[config.mk]
export PLATFORM = sky130hd
export DESIGN_NAME = page_translate_lru_replace
export DESIGN_NICKNAME = d
export VERILOG_FILES = /design/src/design/ptlr_pkg.sv /design/src/design/page_translate_lru_replace.sv
export VERILOG_INCLUDE_DIRS = /design/src /design/src/design
export SDC_FILE = /design/constraint.sdc
export NUM_CORES = 1
export LEC_CHECK = 0
export BUFFER_PORTS_ARGS = -buffer_cell sky130_fd_sc_hd__buf_2
export CAP_MARGIN = 20
export CELL_PAD_IN_SITES_DETAIL_PLACEMENT = 0
export CELL_PAD_IN_SITES_GLOBAL_PLACEMENT = 1
export CORE_ASPECT_RATIO = 1.4
export CORE_MARGIN = 1.5
export CORE_UTILIZATION = 35
export CTS_CLUSTER_DIAMETER = 120
export DETAILED_ROUTE_END_ITERATION = 16
export PLACE_DENSITY_LB_ADDON = 0.1
export SLEW_MARGIN = 15
export SYNTH_ARGS = -nofsm -noshare
export SYNTH_HDL_FRONTEND = slang
export SYNTH_SLANG_ARGS = --single-unit
[constraint.sdc]
create_clock -name i_clk -period 5.02 [get_ports i_clk]
set_clock_uncertainty 0.15 [all_clocks]
set_input_delay 0.502 -clock i_clk [delete_from_list [all_inputs] [get_ports i_clk]]
set_output_delay 0.502 -clock i_clk [all_outputs]
set_load 0.02 [all_outputs]
[src/design/page_translate_lru_replace_assert.svh]
// Assertion macros for the page translation block.
// Standalone header; included by modules that carry concurrent checks.
`ifndef PAGE_TRANSLATE_LRU_REPLACE_ASSERT_SVH
`define PAGE_TRANSLATE_LRU_REPLACE_ASSERT_SVH

`ifndef SYNTH
// Check a property on every clock edge outside reset.
`define PTLR_ASSERT(lbl, prop) \
    lbl: assert property (@(posedge i_clk) disable iff (!i_rst_n) (prop)) \
        else $error("ptlr assertion failed");
// Check that a condition holds in the cycle after its trigger.
`define PTLR_ASSERT_NEXT(lbl, ante, cons) \
    lbl: assert property (@(posedge i_clk) disable iff (!i_rst_n) (ante) |=> (cons)) \
        else $error("ptlr assertion failed");
`else
`define PTLR_ASSERT(lbl, prop)
`define PTLR_ASSERT_NEXT(lbl, ante, cons)
`endif

`endif

[src/design/ptlr_pkg.sv]
// Shared constants and helpers for the page translation block.
// No dependencies; imported by page_translate_lru_replace.
package ptlr_pkg;

    localparam int OFFSET_BITS     = 7;
    localparam int VIRTUAL_PAGES   = 32;
    localparam int PHYSICAL_FRAMES = 8;

    localparam int ADDR_W  = 12;
    localparam int PA_W    = 10;
    localparam int CNT_W   = 32;
    localparam int FC_W    = 4;
    localparam int PAGE_W  = $clog2(VIRTUAL_PAGES);

    localparam logic [FC_W-1:0] FC_RESET = FC_W'(8);
    localparam logic [FC_W-1:0] FC_MIN   = FC_W'(2);

    localparam int IN_TDATA_W  = ((ADDR_W + 7) / 8) * 8;
    localparam int OUT_BITS    = PA_W + CNT_W;
    localparam int OUT_TDATA_W = ((OUT_BITS + 7) / 8) * 8;

    // Page number: upper address bits, wrapped to the table size
    function automatic logic [PAGE_W-1:0] page_of(input logic [ADDR_W-1:0] addr);
        logic [ADDR_W-1:0] pn;
        pn = addr >> OFFSET_BITS;
        return PAGE_W'(pn % ADDR_W'(VIRTUAL_PAGES));
    endfunction

    function automatic logic [OFFSET_BITS-1:0] offset_of(input logic [ADDR_W-1:0] addr);
        return addr[OFFSET_BITS-1:0];
    endfunction

endpackage

[src/design/page_translate_lru_replace.sv]
// Demand-paging address translation with least recently used replacement.
// A hit passes the lookup and write states; a miss scans the active frames from frame 1
// up, takes the lowest free frame, or evicts when none is free; the frame scan checks
// one frame a cycle. One word is in flight at a time and the next is accepted in the
// cycle after the result is registered; the write state waits while the output stalls.
// Synchronous active-low reset empties the page table, frees frames 1 and up, zeroes
// the access clock and fault count, sets 8 frames.
`include "page_translate_lru_replace_assert.svh"

module page_translate_lru_replace #(
    parameter int PHYSICAL_FRAMES = ptlr_pkg::PHYSICAL_FRAMES
) (
    input  logic                                 i_clk,
    input  logic                                 i_rst_n,
    input  logic                                 i_cfg_wr_en,
    input  logic [ptlr_pkg::FC_W-1:0]            i_cfg_wr_data,   // frame_count
    input  logic                                 i_s_axis_tvalid,
    output logic                                 o_s_axis_tready,
    input  logic [ptlr_pkg::IN_TDATA_W-1:0]      i_s_axis_tdata,  // [11:0] logical_address
    output logic                                 o_m_axis_tvalid,
    input  logic                                 i_m_axis_tready,
    output logic [ptlr_pkg::OUT_TDATA_W-1:0]     o_m_axis_tdata,  // [9:0] physical_address,
                                                                  // [41:10] fault_total
    output logic                                 o_m_axis_tuser   // [0] page_fault
);
    import ptlr_pkg::*;

    localparam int FW = $clog2(PHYSICAL_FRAMES);
    localparam int CW = $clog2(PHYSICAL_FRAMES + 1);

    typedef enum logic [1:0] {
        S_IDLE,
        S_LOOK,
        S_SCAN,
        S_WRITE
    } t_state;

    // Storage
    logic [FW-1:0]     m_page_frame [VIRTUAL_PAGES];
    logic [CNT_W-1:0]  m_last_use   [PHYSICAL_FRAMES];
    logic [PAGE_W-1:0] m_owner      [PHYSICAL_FRAMES];

    logic [FW-1:0]     r_pf_rd;
    logic [CNT_W-1:0]  r_lu_rd;
    logic [PAGE_W-1:0] r_own_rd;

    logic [VIRTUAL_PAGES-1:0]   r_valid;
    logic [VIRTUAL_PAGES-1:0]   n_valid;
    logic [PHYSICAL_FRAMES-1:0] r_free;
    logic [FC_W-1:0]            r_frame_count;

    t_state               r_state;
    logic [PAGE_W-1:0]    r_page;
    logic [OFFSET_BITS-1:0] r_offset;
    logic [CNT_W-1:0]     r_clock;
    logic [CNT_W-1:0]     r_fault_cnt;
    logic                 r_fault;
    logic [FW-1:0]        r_frame;
    logic                 r_evict;
    logic [PAGE_W-1:0]    r_evict_page;
    logic [CW-1:0]        r_idx;
    logic                 r_pend;
    logic [FW-1:0]        r_pend_idx;
    logic [FW-1:0]        r_best;
    logic [CNT_W-1:0]     r_best_lu;
    logic [PAGE_W-1:0]    r_best_owner;

    logic                 r_out_valid;
    logic [PA_W-1:0]      r_out_pa;
    logic                 r_out_fault;
    logic [CNT_W-1:0]     r_out_total;

    logic                 in_fire;
    logic                 can_out;
    logic                 commit;
    logic [PAGE_W-1:0]    in_page;
    logic [CW-1:0]        n_active;
    logic [FW-1:0]        scan_addr;
    logic                 issue;
    logic                 free_hit;
    logic                 take;
    logic [FW+OFFSET_BITS+PA_W-1:0] pa_ext;

    assign in_fire   = i_s_axis_tvalid && o_s_axis_tready;
    assign can_out   = !r_out_valid || i_m_axis_tready;
    assign commit    = (r_state == S_WRITE) && can_out;
    assign in_page   = page_of(i_s_axis_tdata[ADDR_W-1:0]);
    assign scan_addr = r_idx[FW-1:0];

    // Clamp the frame count to 2 .. PHYSICAL_FRAMES
    always_comb begin
        if (r_frame_count < FC_MIN) begin
            n_active = CW'(FC_MIN);
        end else if (32'(r_frame_count) > PHYSICAL_FRAMES) begin
            n_active = CW'(PHYSICAL_FRAMES);
        end else begin
            n_active = CW'(r_frame_count);
        end
    end

    // Scan step: look ahead at the free mark, compare the last-use word read for the previous scan index
    always_comb begin
        issue    = (r_idx < n_active);
        free_hit = issue && r_free[scan_addr];
        take     = r_pend && ((r_pend_idx == FW'(1)) || (r_lu_rd < r_best_lu));
    end

    // Drop the evicted page first so the new page always ends up resident
    always_comb begin
        n_valid = r_valid;
        if (r_evict) begin
            n_valid[r_evict_page] = 1'b0;
        end
        n_valid[r_page] = 1'b1;
    end

    assign pa_ext = {{PA_W{1'b0}}, r_frame, r_offset};

    // Page frame table
    always_ff @(posedge i_clk) begin
        r_pf_rd <= m_page_frame[in_page];
        if (commit && r_fault) begin
            m_page_frame[r_page] <= r_frame;
        end
    end

    // Per-frame last-use time and owning page
    always_ff @(posedge i_clk) begin
        r_lu_rd  <= m_last_use[scan_addr];
        r_own_rd <= m_owner[scan_addr];
        if (commit) begin
            m_last_use[r_frame] <= r_clock;
            if (r_fault) begin
                m_owner[r_frame] <= r_page;
            end
        end
    end

    always_ff @(posedge i_clk) begin
        if (!i_rst_n) begin
            r_state       <= S_IDLE;
            r_valid       <= '0;
            r_free        <= {{(PHYSICAL_FRAMES-1){1'b1}}, 1'b0};
            r_frame_count <= FC_RESET;
            r_clock       <= '0;
            r_fault_cnt   <= '0;
            r_pend        <= 1'b0;
            r_out_valid   <= 1'b0;
        end else begin
            if (i_cfg_wr_en) begin
                r_frame_count <= i_cfg_wr_data;
            end

            if (commit) begin
                r_out_valid <= 1'b1;
            end else if (i_m_axis_tready) begin
                r_out_valid <= 1'b0;
            end

            case (r_state)
                S_IDLE: begin
                    if (in_fire) begin
                        r_page   <= in_page;
                        r_offset <= offset_of(i_s_axis_tdata[ADDR_W-1:0]);
                        r_clock  <= r_clock + 1'b1;
                        r_state  <= S_LOOK;
                    end
                end
                S_LOOK: begin
                    if (r_valid[r_page]) begin
                        r_frame <= r_pf_rd;
                        r_fault <= 1'b0;
                        r_evict <= 1'b0;
                        r_state <= S_WRITE;
                    end else begin
                        r_fault <= 1'b1;
                        if (r_fault_cnt != '1) begin
                            r_fault_cnt <= r_fault_cnt + 1'b1;
                        end
                        r_idx   <= CW'(1);
                        r_pend  <= 1'b0;
                        r_state <= S_SCAN;
                    end
                end
                S_SCAN: begin
                    if (take) begin
                        r_best       <= r_pend_idx;
                        r_best_lu    <= r_lu_rd;
                        r_best_owner <= r_own_rd;
                    end
                    if (free_hit) begin
                        r_frame <= scan_addr;
                        r_evict <= 1'b0;
                        r_pend  <= 1'b0;
                        r_state <= S_WRITE;
                    end else if (issue) begin
                        r_idx      <= r_idx + 1'b1;
                        r_pend     <= 1'b1;
                        r_pend_idx <= scan_addr;
                    end else begin
                        // Scan done with no free frame: evict the oldest
                        r_frame      <= take ? r_pend_idx : r_best;
                        r_evict_page <= take ? r_own_rd : r_best_owner;
                        r_evict      <= 1'b1;
                        r_pend       <= 1'b0;
                        r_state      <= S_WRITE;
                    end
                end
                S_WRITE: begin
                    if (can_out) begin
                        if (r_fault) begin
                            r_valid         <= n_valid;
                            r_free[r_frame] <= 1'b0;
                        end
                        r_out_pa    <= pa_ext[PA_W-1:0];
                        r_out_fault <= r_fault;
                        r_out_total <= r_fault_cnt;
                        r_state     <= S_IDLE;
                    end
                end
                default: begin
                    r_state <= S_IDLE;
                end
            endcase
        end
    end

    assign o_s_axis_tready = (r_state == S_IDLE);
    assign o_m_axis_tvalid = r_out_valid;
    assign o_m_axis_tdata  = {{(OUT_TDATA_W-OUT_BITS){1'b0}}, r_out_total, r_out_pa};
    assign o_m_axis_tuser  = r_out_fault;

    `PTLR_ASSERT(a_frame0_reserved, !r_free[0])
    `PTLR_ASSERT(a_fault_frame_nonzero, (commit && r_fault) |-> (r_frame != '0))
    `PTLR_ASSERT(a_fault_frame_active, (commit && r_fault) |-> (CW'(r_frame) < n_active))
    `PTLR_ASSERT_NEXT(a_fault_sets_valid, (commit && r_fault), r_valid[$past(r_page)])

endmodule
==> results of run 1 <==
-- routing by layer --
layer,wire (um),vias to the layer above
met3,2170,81
li1,-,6144
met1,23800,6800
met5,0,-
met2,30200,235
met4,1190,0
-- power by group through the flow --
stage | logic, mW | clock network [mW] | registers, mW
finish | 1.03 | 4.88 | 6.25
global route | 1.14 | 5.25 | 6.28
CTS | 1.06 | 5.06 | 6.26
detailed placement | 1.05 | 0 | 6.37
global placement | 1.04 | 0 | 6.36
floorplan | 0.685 | 0 | 6.34
-- critical path, delay by kind of cell, from the launching register on --
kind	cells	cell delay [ns]
AOI/OAI and AO/OA	1	0.26
DFF	1	0.94
and+or+nand+nor	4	1.41
muxes	2	0.81
-- layout by cell type (no fill, tap or decap), types with 15 or more instances in the layout --
cell type and instances:
sky130_fd_sc_hd__xor2_1 19, sky130_fd_sc_hd__nor3_1 15, sky130_fd_sc_hd__nor2_1 82, sky130_fd_sc_hd__mux2_2 48, sky130_fd_sc_hd__o21ai_0 57, sky130_fd_sc_hd__buf_4 27, sky130_fd_sc_hd__dfxtp_1 152, sky130_fd_sc_hd__and3_1 15
sky130_fd_sc_hd__or3_1 15, sky130_fd_sc_hd__buf_2 65, sky130_fd_sc_hd__inv_1 85, sky130_fd_sc_hd__ha_1 41, sky130_fd_sc_hd__xnor2_1 28, sky130_fd_sc_hd__a21oi_1 59, sky130_fd_sc_hd__clkbuf_16 68, sky130_fd_sc_hd__mux4_2 114
sky130_fd_sc_hd__clkbuf_1 22, sky130_fd_sc_hd__nand3_1 27, sky130_fd_sc_hd__nand4_1 23, sky130_fd_sc_hd__nand2_1 82, sky130_fd_sc_hd__edfxtp_1 504
-- cell type report --
| class | count | area share, % |
|---|---|---|
| multi-input cells | 746 | 23.1 |
| flip-flops and latches | 656 | 62.0 |
| repair buffers | 107 | 2.42 |
| inverters | 86 | 1.11 |
| well taps | 944 | 4.03 |
| clock inverters | 23 | 0.743 |
| clock buffers | 100 | 6.56 |
-- sequential cells by signal (all words and copies together) (netlist names), 32 cells and up --
register	cells
r_best_lu	32
r_clock	32
m_page_frame	96
m_last_use	256
r_lu_rd	32
r_valid	32
r_out_total	32
r_fault_cnt	32
m_owner	40
-- worst paths after layout --
kind / start / end / slack [ns] / depth (start not counted)
worst min-delay path: i_s_axis_tvalid / r_clock[1] / 0.06 / 3
worst max register to register: r_page[0] / r_fault_cnt[16] / 1.36 / 7
worst min register to register: r_offset[4] / r_out_pa[4] / 0.27 / 0
worst max-delay path: r_page[0] / r_fault_cnt[16] / 1.36 / 7
-- cells by family (layout without fill, tap and decap cells) --
kind of cell | Yosys count | in the layout | share of synthesized area (%)
buffers and inverters | 144 | 316 | 2.33
multiplexers | 171 | 171 | 12.6
other | 1 | 6 | 0.0147
adder cells (fa/ha/maj) | 41 | 41 | 2.01
XOR/XNOR | 47 | 47 | 1.62
AO/OA/AOI/OAI | 146 | 146 | 3.22
AND/OR/NAND/NOR | 335 | 335 | 6.85
flip-flops | 656 | 656 | 71.4
-- per-stage QoR --
stage               worst slack, ns  utilization, %
global route                   1.00            40.9
detailed placement             1.25            37.7
floorplan                      1.23               -
CTS                            1.22            40.9
global placement               1.31            37.7
finish                         1.36            40.9
-- what timing repair did --
action | CTS | global route
hold buffers | 12 | 0
endpoints found under the hold margin | 12 | 0
gates resized for setup | 0 | 0
==> results.md, run 1 <==
- In this run the number of H-tree levels came out at 3.
- The net switching power of the design is 2.84 mW.
- Sequential cells account for between 50% and 60% of the total power.
- The share of the synthesized area in the top cell type is between 50% and 60%.
- Registers take 0.0182 mm^2.
- The worst IR drop on VDD is about 0.27 mV.
- The layer carrying the most global-route usage is met2.
- The met2 global-route usage is 28.5%.
- The proportion of synthesized flip-flops having asynchronous set or reset is 0%.
- The horizontal die dimension is 231 um.
- The met1 track utilization from global routing is 19.3%.
- The delay of the slowest cell on the worst path is 0.94 ns.
- The combined global-route utilization of all metal layers is ~16%.
- After detailed routing, the average wire length per cell comes to 21.5 um.
- The number of nets still failing antenna checks after routing is 0.
- The biggest fanout along the worst timing path is 19.
- The clock reaches the later pin of the worst-skew pair after 0.62 ns.
- The share of the Yosys chip area taken by registers is 71.4%.
- The detailed-route wire length is 57400 um.
- The count of mapped cells out of synthesis is between 1500 and 2000.
- The critical path class is reg -> reg.
- In this run, synthesis inferred 504 flip-flops with an integrated enable.
- At the end of the flow, the number of nets in the layout was roughly 1700.
- The critical path goes through mux4_2 > a22oi_1 > and4_1 > nand3_4 > or2_2 > nor4_2 > mux2i_1.
- The via-per-instance ratio is between 4 and 5.
- The largest net degree at the start of global routing is around 70.
- Setup repair after global routing left no endpoint under its margin.
- The most used standard cell by instance count after synthesis is sky130_fd_sc_hd__edfxtp_1.
- The count of unresolved DRC violations after routing is 0.
- The maximum frequency from static timing analysis is 274 MHz.
- The area of the core is 0.0717 mm^2.
- The met3 track demand over resource is under 10%.
- The number of antenna violations at the first check in global routing is 0.
- The TritonCTS buffer count is 67.
- The root buffer cell chosen for the clock tree is sky130_fd_sc_hd__clkbuf_16.
- The layout has between 6000 and 7000 filler cells.
- For this run, the detailed router's first-pass iteration total came to 5.
- The internal power contribution is 9.32 mW.
- The number of hold violations in the final report came to 0.
- Data arrives at the worst endpoint at a little over 4 ns.
- At the pin with the least slew margin, the transition time is between 0.9 and 1 ns.
- The primary flip-flop cell chosen by synthesis mapping is sky130_fd_sc_hd__edfxtp_1.
- The critical-path cell with the highest stage delay is sky130_fd_sc_hd__edfxtp_1.
- The cell type with the largest total area after synthesis is sky130_fd_sc_hd__edfxtp_1.
- The starting density of the core is 35.5%.
- Detailed placement finished with a half-perimeter wire length of between 30000 and 40000 um.
- The run finished with clean final reports.
- The number of core rows is 116.
- The worst endpoint required time is 5.41 ns.
- The count of vias placed by the detailed router is 13260.
- The via count of the first global-routing pass is 14130.
- The Yosys step of the flow raised 0 warnings.
- In this run switching power makes up 23.4% of total power.
- The share of total power in the clock network is 40.1%.
- The number of buffers inserted to repair setup after CTS is 0.
- The relative slew slack is between 30% and 40%.
- In this run the vertical extent of the chip is approximately 320 um.
- The power density of the placed cells is 415 mW/mm^2.
- The tightest min-delay check is of the in -> reg type.
- The remaining global-route overflow is 0.
- The clock tree buffer depth is 3.
- The portion of total power attributed to combinational logic is approximately 8.5%.
- The post-synthesis instance area is 0.0255 mm^2.
- The share of the clock period used by the worst path is 72.8%.
- The worst setup path is captured at a flip-flop.
- The number of I/O port buffers is 65.
- The type of element launching the critical path is a flip-flop.
- Ranked by total cell area, the synthesized netlist is headed by sky130_fd_sc_hd__edfxtp_1 (59%), sky130_fd_sc_hd__dfxtp_1 (12%), sky130_fd_sc_hd__mux4_2 (10%).
- The total instance count after detailed placement is roughly 2500.
- The number of I/O pins is between 70 and 80.
- TritonCTS built the clock tree.
- The non-filler instance count after layout is approximately 2700.
- The max-slew violation count came to 0.
- In this run the mean area of a mapped cell was 16.5 um^2.
- The setup TNS is 0 ns.
- Across all hold checks on the routed design, the worst slack comes to 0.0601 ns.
- The die covers 0.0744 mm^2.
- The total number of clock tree sinks is 656.
- In this run, synthesis produced a sequential element count of ~660.
- The area taken by multi-input logic gates is 0.00678 mm^2.
- With fillers left out, the area of the finished cells amounts to 0.0293 mm^2.
- Routability-driven placement finished with a final weighted congestion of 0.712.
- The tool flagged a number of max-cap violations equal to 0.
- The repair_antennas step left the layout with diodes totalling 0.
- The global-route wire length before repair is 87600 um.
- For the finished layout, the period the worst path requires is 3.66 ns.
- The DRC violation total after the first TritonRoute iteration is 919.
- Setup violations remaining at the end of the flow were counted as 0.
- The clock transition time at the flip-flop clock pins of the worst setup and hold paths is 0.06 ns.
- The instance area after placement is approximately 0.027 mm^2.
- Compared with the post-synthesis result, the final layout area differs by 15.1%.
- The post-route netlist has 21.8% of its cells at a drive strength greater than 1.
- In this run the static leakage power is 9.60 nW.
- The commonest cells after synthesis are sky130_fd_sc_hd__edfxtp_1 (504), sky130_fd_sc_hd__dfxtp_1 (152), sky130_fd_sc_hd__mux4_2 (114).
- The sum of internal, switching and leakage power is 12.2 mW.
- The distinct cell type count after synthesis is 60.
Power figures use the tool's default switching activity.
==> inputs of run 2 (changes only) <==
clock period = 3.81 ns   (was 5.02 ns; I/O delays follow)
==> run 2 against run 1 <==
Compared with the run above:
- register-to-register slack worse by 0.85 ns
- maximum frequency up 11%
- die area unchanged
- hold slack better by 0.17 ns
- clock power up 36%
- sequential share of layout area down 0.72 points
- via count up 0.81%
- non-clock buffer count up 23
- sequential cell count unchanged
==> results.md, run 2 (synthesis gave the netlist of run 1 again) <==
- The flow ran to the end, and the final reports show no timing, DRC or antenna violations.
- The launching instance or port of the critical path is r_page[0].
- The insertion delay to the later sink of the worst-skew pair is between 0.6 and 0.7 ns.
- The largest registers in the layout are m_last_use x256, m_page_frame x96, m_owner x40.
- In this run the horizontal extent of the chip is 231 um.
- The critical path class is reg -> reg.
- The count of vias placed by the detailed router is 13367.
- The reg2reg setup slack is just over 0.5 ns.
- Subtracting the final worst setup slack from the clock period gives approximately 3.3 ns.
- CTS built an H-tree with a depth of 3.
- In the final design database the tool counted 1753 nets.
- The detailed-route wire length is around 58000 um.
- The clock tree buffer depth is 3.
- In this run the critical register-to-register path is captured at r_fault_cnt[23].
- The number of antenna violations at the first check in global routing is 0.
- The largest register by flop count is m_last_use.
- The actual transition at the worst max-transition pin is 0.901 ns.
- In the final routed layout, each cell accounts on average for about 21 um.
- The path class of the tightest hold or removal check is in -> reg.
- The fraction of layout cells with a size suffix above 1 is about 22%.
- The largest net degree at the start of global routing is 58.
- In this run the static leakage power is a little under 10 nW.
- Global routing finished with a remaining overflow of 0.
- Across the VDD grid, the largest voltage drop is 0.361 mV.
- Global routing used ~16% of the available tracks across all layers.
- Setup repair after global routing left no endpoint under its margin.
- In this run the standard cell core region covers 0.0717 mm^2.
- The relative slew slack is 39.9%.
- The buffer cell driving the clock tree root is sky130_fd_sc_hd__clkbuf_16.
- The worst endpoint required time is roughly 4.2 ns.
- The starting density of the core is 35.5%.
- The final cell utilization of the core is roughly two fifths.
- The congestion estimate from routability-driven global placement came to 0.728.
- Pin placement for this block handled between 70 and 80 I/O pins.
- The cell depth of the worst flop-to-flop path is 7.
- After detailed routing, the number of remaining DRC violations is 0.
- The capture point of the critical path is r_fault_cnt[23].
- The clock transition time at the flip-flop clock pins of the worst setup and hold paths is roughly 0.060 ns.
- Counting every sink on the clock net gives 656.
- The slowest stage of the critical path is the sky130_fd_sc_hd__edfxtp_1 cell.
- The number of flip-flops in the largest register is 256.
- For the final routed database, the setup TNS stands at 0 ns.
- The via count of the first global-routing pass is 14289.
- The kind of end point of the critical path is a flip-flop.
- The repair_antennas step left the layout with diodes totalling 0.
- After floorplanning, the core was divided into approximately 120 placement rows.
- STA classifies the critical path startpoint as a flip-flop.
- The maximum frequency from static timing analysis is between 300 and 400 MHz.
- The library cells used most frequently in the layout, excluding fill and tap cells, are sky130_fd_sc_hd__edfxtp_1 (504), sky130_fd_sc_hd__dfxtp_1 (152), sky130_fd_sc_hd__mux4_2 (114).
- In this design, the stage delay of the slowest critical-path cell is 0.81 ns.
- The max-slew violation count was 0.
- Fill cells in the final layout number approximately 6700.
- The share of the clock period used by the worst path is 86.5%.
- The via-per-instance ratio is 4.98.
- The biggest fanout along the worst timing path is 15.
- The first global-routing pass estimated between 80000 and 90000 um of wire.
- The critical path goes through mux4_2 > a22oi_1 > and4_1 > buf_4 > nand3_4 > or4_1 > a21oi_1.
- The floorplan die area is 0.0744 mm^2.
- Leaving out fill and tap cells, the most frequent cell in the layout is sky130_fd_sc_hd__edfxtp_1.
- The height of the die is 322 um.
- The wire-length estimate of the detail-placed layout is 34800 um.
- Once detail routing completed, the nets flagged for antenna violations numbered 0.
- The final setup violation count is 0.
- The max-cap check violation count is 0.
- TritonCTS built the clock tree.
- After the first detailed-routing iteration, the DRC count stood at 788.
- The number of I/O port buffers is 65.
- The number of hold violations in the final report is 0.
- The launching point of the worst reg2reg path is r_page[0].
- In this run, CTS created clock tree buffers numbering 67.
- The first-pass detailed-route iteration total is 5.
- The arrival time at the worst endpoint is 3.67 ns.
- The growth of design area from synthesis to finish is 16.5%.
- The power density of the placed cells is approximately 550 mW/mm^2.
- The worst hold slack across all endpoints is 0.229 ns.
==> run 2: cell types whose count changed in the layout (fill, tap and decap cells not counted) <==
cell                            delta
sky130_fd_sc_hd__inv_6             -2
sky130_fd_sc_hd__clkinvlp_4        +1
sky130_fd_sc_hd__buf_12            +6
sky130_fd_sc_hd__clkinv_2          +2
sky130_fd_sc_hd__clkbuf_1          -1
sky130_fd_sc_hd__bufinv_16         +3
sky130_fd_sc_hd__clkbuf_16         +5
sky130_fd_sc_hd__clkinv_8          -2
sky130_fd_sc_hd__clkinv_1          -1
sky130_fd_sc_hd__dlygate4sd3_1     +9
sky130_fd_sc_hd__buf_4             +8
sky130_fd_sc_hd__clkinv_4          +1
sky130_fd_sc_hd__clkbuf_8          -8
==> run 2: how the worst min path moves through the flow <==
| stage | from | endpoint | slack, ns | cells past startpoint |
|---|---|---|---|---|
| after CTS | i_s_axis_tdata[8] | r_page[1] | 0.21 | 1 |
| after global routing | i_s_axis_tdata[8] | r_page[1] | 0.23 | 1 |
| final | i_s_axis_tdata[8] | r_page[1] | 0.23 | 1 |
| after global placement | r_offset[0] | r_out_pa[0] | 0.25 | 0 |
| after floorplan | r_lu_rd[0] | r_best_lu[0] | 0.25 | 0 |
| after detailed placement | r_offset[0] | r_out_pa[0] | 0.26 | 0 |
==> run 2: final cells by class <==
cell class / count / area, um^2 / share of cell area [%]
timing repair buffer: 130 / 978 / 3.30
multi-input combinational: 746 / 6780 / 22.9
clock inverter: 25 / 280 / 0.945
tap: 944 / 1180 / 3.98
sequential: 656 / 18200 / 61.3
clock buffer: 96 / 1930 / 6.52
inverter: 86 / 324 / 1.09
==> run 2: report_power, final <==
part | internal [mW] | switching, mW | total, mW | leakage, nW
Combinational | 0.566 | 0.848 | 1.41 | 3.15
Sequential | 8.04 | 0.182 | 8.22 | 5.53
Clock | 3.95 | 2.70 | 6.65 | 1.08
Total | 12.6 | 3.73 | 16.3 | 9.75
==> run 2: timing repair <==
action | 4_1_cts | 5_1_grt
setup buffers | 0 | 0
endpoints found under the hold margin | 19 | 0
resized for setup | 0 | 0
hold buffers | 21 | 0
==> run 2: layer usage <==
layer	global-route usage [%]	wire length [um]
met5	0	0
met2	29.1	30700
met4	5.05	1280
met1	19.0	23500
met3	2.70	2180
==> run 2: critical path, delay by kind of cell (launching register included) <==
family / cells / cell delay (ns)
flip-flops: 1 / 0.81
AO/OA/AOI/OAI: 2 / 0.42
AND/OR/NAND/NOR: 3 / 1.04
buffers and inverters: 1 / 0.20
multiplexers: 1 / 0.58
==> run 2: per-stage QoR <==
stage          std cells  power (mW)  setup WS, ns  instance area [um^2]
2_1_floorplan       1546        9.26        0.0199                 25500
3_3_place_gp        2541        9.80         0.464                 27200
3_5_place_dp        2541        9.82         0.445                 27200
4_1_cts             2683        16.6         0.433                 29700
5_1_grt             2683        16.9         0.269                 29700
6_report            2683        16.3         0.516                 29700
==> inputs of run 3 (changes only) <==
--- a/config.mk
+++ b/config.mk
@@ -11,5 +11,4 @@
 export CELL_PAD_IN_SITES_DETAIL_PLACEMENT = 0
 export CELL_PAD_IN_SITES_GLOBAL_PLACEMENT = 1
-export CORE_ASPECT_RATIO = 1.4
 export CORE_MARGIN = 1.5
 export CORE_UTILIZATION = 35
--- a/constraint.sdc
+++ b/constraint.sdc
@@ -3,3 +3,3 @@
 set_input_delay 0.381 -clock i_clk [delete_from_list [all_inputs] [get_ports i_clk]]
 set_output_delay 0.381 -clock i_clk [all_outputs]
-set_load 0.02 [all_outputs]
+set_load 0.01 [all_outputs]
==> run 3 against run 2 <==
Compared with the run above:
- register-to-register slack got worse by 0.06 ns
- core utilization increased by 0.10 points
- clock-buffer cell count increased by 13
- largest cell class unchanged
- die area about the same
- worst setup slack got worse by 0.055 ns
- combinational power decreased by 3%
- highest routed layer unchanged
==> results.md, run 3 (synthesis gave the netlist of run 1 again) <==
- The flow ran to the end, and the final reports show no timing, DRC or antenna violations.
- The max-slew violation count was 0.
- In this run the standard cell core region covers 0.0717 mm^2.
- The layer flagged by global routing as most heavily used is met2.
- Measured on the finished design, the core utilization comes to around 41%.
- The first routing iteration left around 790 violations.
- In this design, the stage delay of the slowest critical-path cell is 0.55 ns.
- At the end of routability-driven placement, the weighted congestion stood at 0.718.
- Setup total negative slack on the finished layout was measured at 0 ns.
- Measured against its own limit, the worst slew margin works out to 39.8%.
- The via count of the first global-routing pass came to 14089.
- The clock tree buffer depth is 3.
- The biggest fanout along the worst timing path is 4.
- The count of vias placed by the detailed router is 13277.
- The count of unresolved DRC violations after routing is 0.
- The HPWL after detailed placement is 33300 um.
- The worst setup path is of the reg -> reg kind.
- The met3 track demand over resource is under 10%.
- The floorplan die area is 0.0744 mm^2.
- Setup repair after global routing left no endpoint under its margin.
- The number of nets still failing antenna checks after routing is 0.
- The worst endpoint required time is 4.01 ns.
- The growth of design area from synthesis to finish is 16.8%.
- The number of buffers inserted to repair setup after CTS is 0.
- The met2 global-route usage is 25.5%.
- The leading cell type in the layout, fill and taps excluded is sky130_fd_sc_hd__edfxtp_1.
- The type of element launching the critical path is a flip-flop.
- The horizontal die dimension is 273 um.
- Timing would allow up to ~300 MHz.
- The buffer cell driving the clock tree root is sky130_fd_sc_hd__clkbuf_16.
- The initialized floorplan defines 98 standard-cell rows.
- The combined global-route utilization of all metal layers is 15.6%.
- The number of I/O port buffers is 65.
- Entering global routing, the biggest net connects 100 pins.
- The register with the most flip-flops in the layout has 256 of them.
- The kind of end point of the critical path is a flip-flop.
- The floorplan step set the die height to 273 um.
- The first-pass detailed-route iteration total is 5.
- The first global-routing pass estimated 87200 um of wire.
- The largest register by flop count is m_last_use.
- The TritonCTS buffer count is 73.
- The via-per-instance ratio is 4.92.
- The post-route netlist has 22.6% of its cells at a drive strength greater than 1.
- The remaining global-route overflow is 0.
- Across all hold checks on the routed design, the worst slack comes to 0.0437 ns.
- The final setup violation count is 0.
- The total number of clock tree sinks is around 660.
- The routed design has 56400 um of wire.
- The static power due to leakage is between 9 and 10 nW.
- The tool flagged a number of max-cap violations equal to 0.
- VDD sags by at most ~0.35 mV.
- The shortest period the worst path allows is 3.35 ns.
- The met1 track utilization from global routing is a little over a fifth.
- The number of hold violations in the final report came to 0.
- Clock latency on the worst-skew pair, taken at its later pin, is 0.61 ns.
- The starting density of the core is 35.5%.
- After clock tree synthesis, the clock-pin slew on the worst setup and hold paths is 0.06 ns.
- The number of antenna violations at the first check in global routing was 0.
- For this design, the slowest cell found on the critical path is sky130_fd_sc_hd__a221oi_1.
- In the finished design, the share of the clock period the worst path needs comes to 87.9%.
- The arrival time at the worst endpoint is 3.55 ns.
- The layout net count is between 1500 and 2000.
- The actual transition at the worst max-transition pin is 0.903 ns.
- The top cell types in the final layout, fill and taps aside, are sky130_fd_sc_hd__edfxtp_1 (504), sky130_fd_sc_hd__dfxtp_1 (152), sky130_fd_sc_hd__mux4_2 (114).
- The post-cts repair resize count is 0.
- The clock tree from TritonCTS is built.
- In this run the count of I/O pins placed on the die edge is 76.
- The H-tree was split into 3 levels.
- The kind of path behind the tightest hold check is in -> reg.
- Traced cell by cell, the critical path runs through inv_1 > ha_1 > a21oi_1 > o21ai_0 > a221oi_1 > a31oi_1 > nor3_2 > mux2_2 > a221o_1.
- The hold-fix buffer count after cts is 20.
- The average routed wire per standard cell is 20.9 um.
- The largest registers in the layout are m_last_use x256, m_page_frame x96, m_owner x40.
- For this design the ratio of total power to cell area is 549 mW/mm^2.
## run 3: worst paths after layout
kind | cells past startpoint | slack (ns) | startpoint | endpoint
max | 9 | 0.46 | r_best_lu[9] | r_frame[0]
min | 1 | 0.04 | i_s_axis_tdata[9] | r_page[2]
max reg2reg | 9 | 0.46 | r_best_lu[9] | r_frame[0]
min reg2reg | 0 | 0.27 | r_offset[6] | r_out_pa[6]
## run 3: layout make-up
cell class                 count  area [um^2]
tap                          950         1190
clock inverter                24          153
inverter                      86          324
multi-input combinational    746         6780
timing repair buffer         124          968
fill                        6557        42000
sequential                   656        18200
clock buffer                 109         2150
antenna                        1         2.50
## run 3: layer usage
metal / wire, um / share of wire (%) / vias to the layer above
met4: 1430 / 2.5 / 0
met3: 1710 / 3.0 / 93
met2: 26900 / 48 / 171
met1: 26400 / 47 / 6810
met5: 0 / 0 / -
li1: - / - / 6203
## run 3: metrics by stage
stage / std cells / setup WS, ns / power [mW] / area (um^2)
after floorplan: 1546 / 0.0199 / 9.23 / 25500
after global placement: 2542 / 0.415 / 9.76 / 27200
after CTS: 2695 / 0.371 / 16.6 / 29700
after global routing: 2695 / 0.231 / 17.0 / 29700
after detailed placement: 2542 / 0.375 / 9.78 / 27200
final: 2696 / 0.460 / 16.3 / 29700
## run 3: worst max-delay path, delay by kind of cell, from the launching register on
family / cells / cell delay [ns]
AO/OA/AOI/OAI: 5 / 1.53
flip-flops: 1 / 0.36
multiplexers: 1 / 0.40
adder cells (fa/ha/maj): 1 / 0.23
AND/OR/NAND/NOR: 1 / 0.38
buffers and inverters: 1 / 0.06
## run 3: power breakdown
part | internal, mW | leakage, nW | switching, mW
Clock | 3.96 | 1.13 | 2.77
Sequential | 8.04 | 5.53 | 0.193
Combinational | 0.559 | 3.13 | 0.806
Total | 12.6 | 9.78 | 3.77
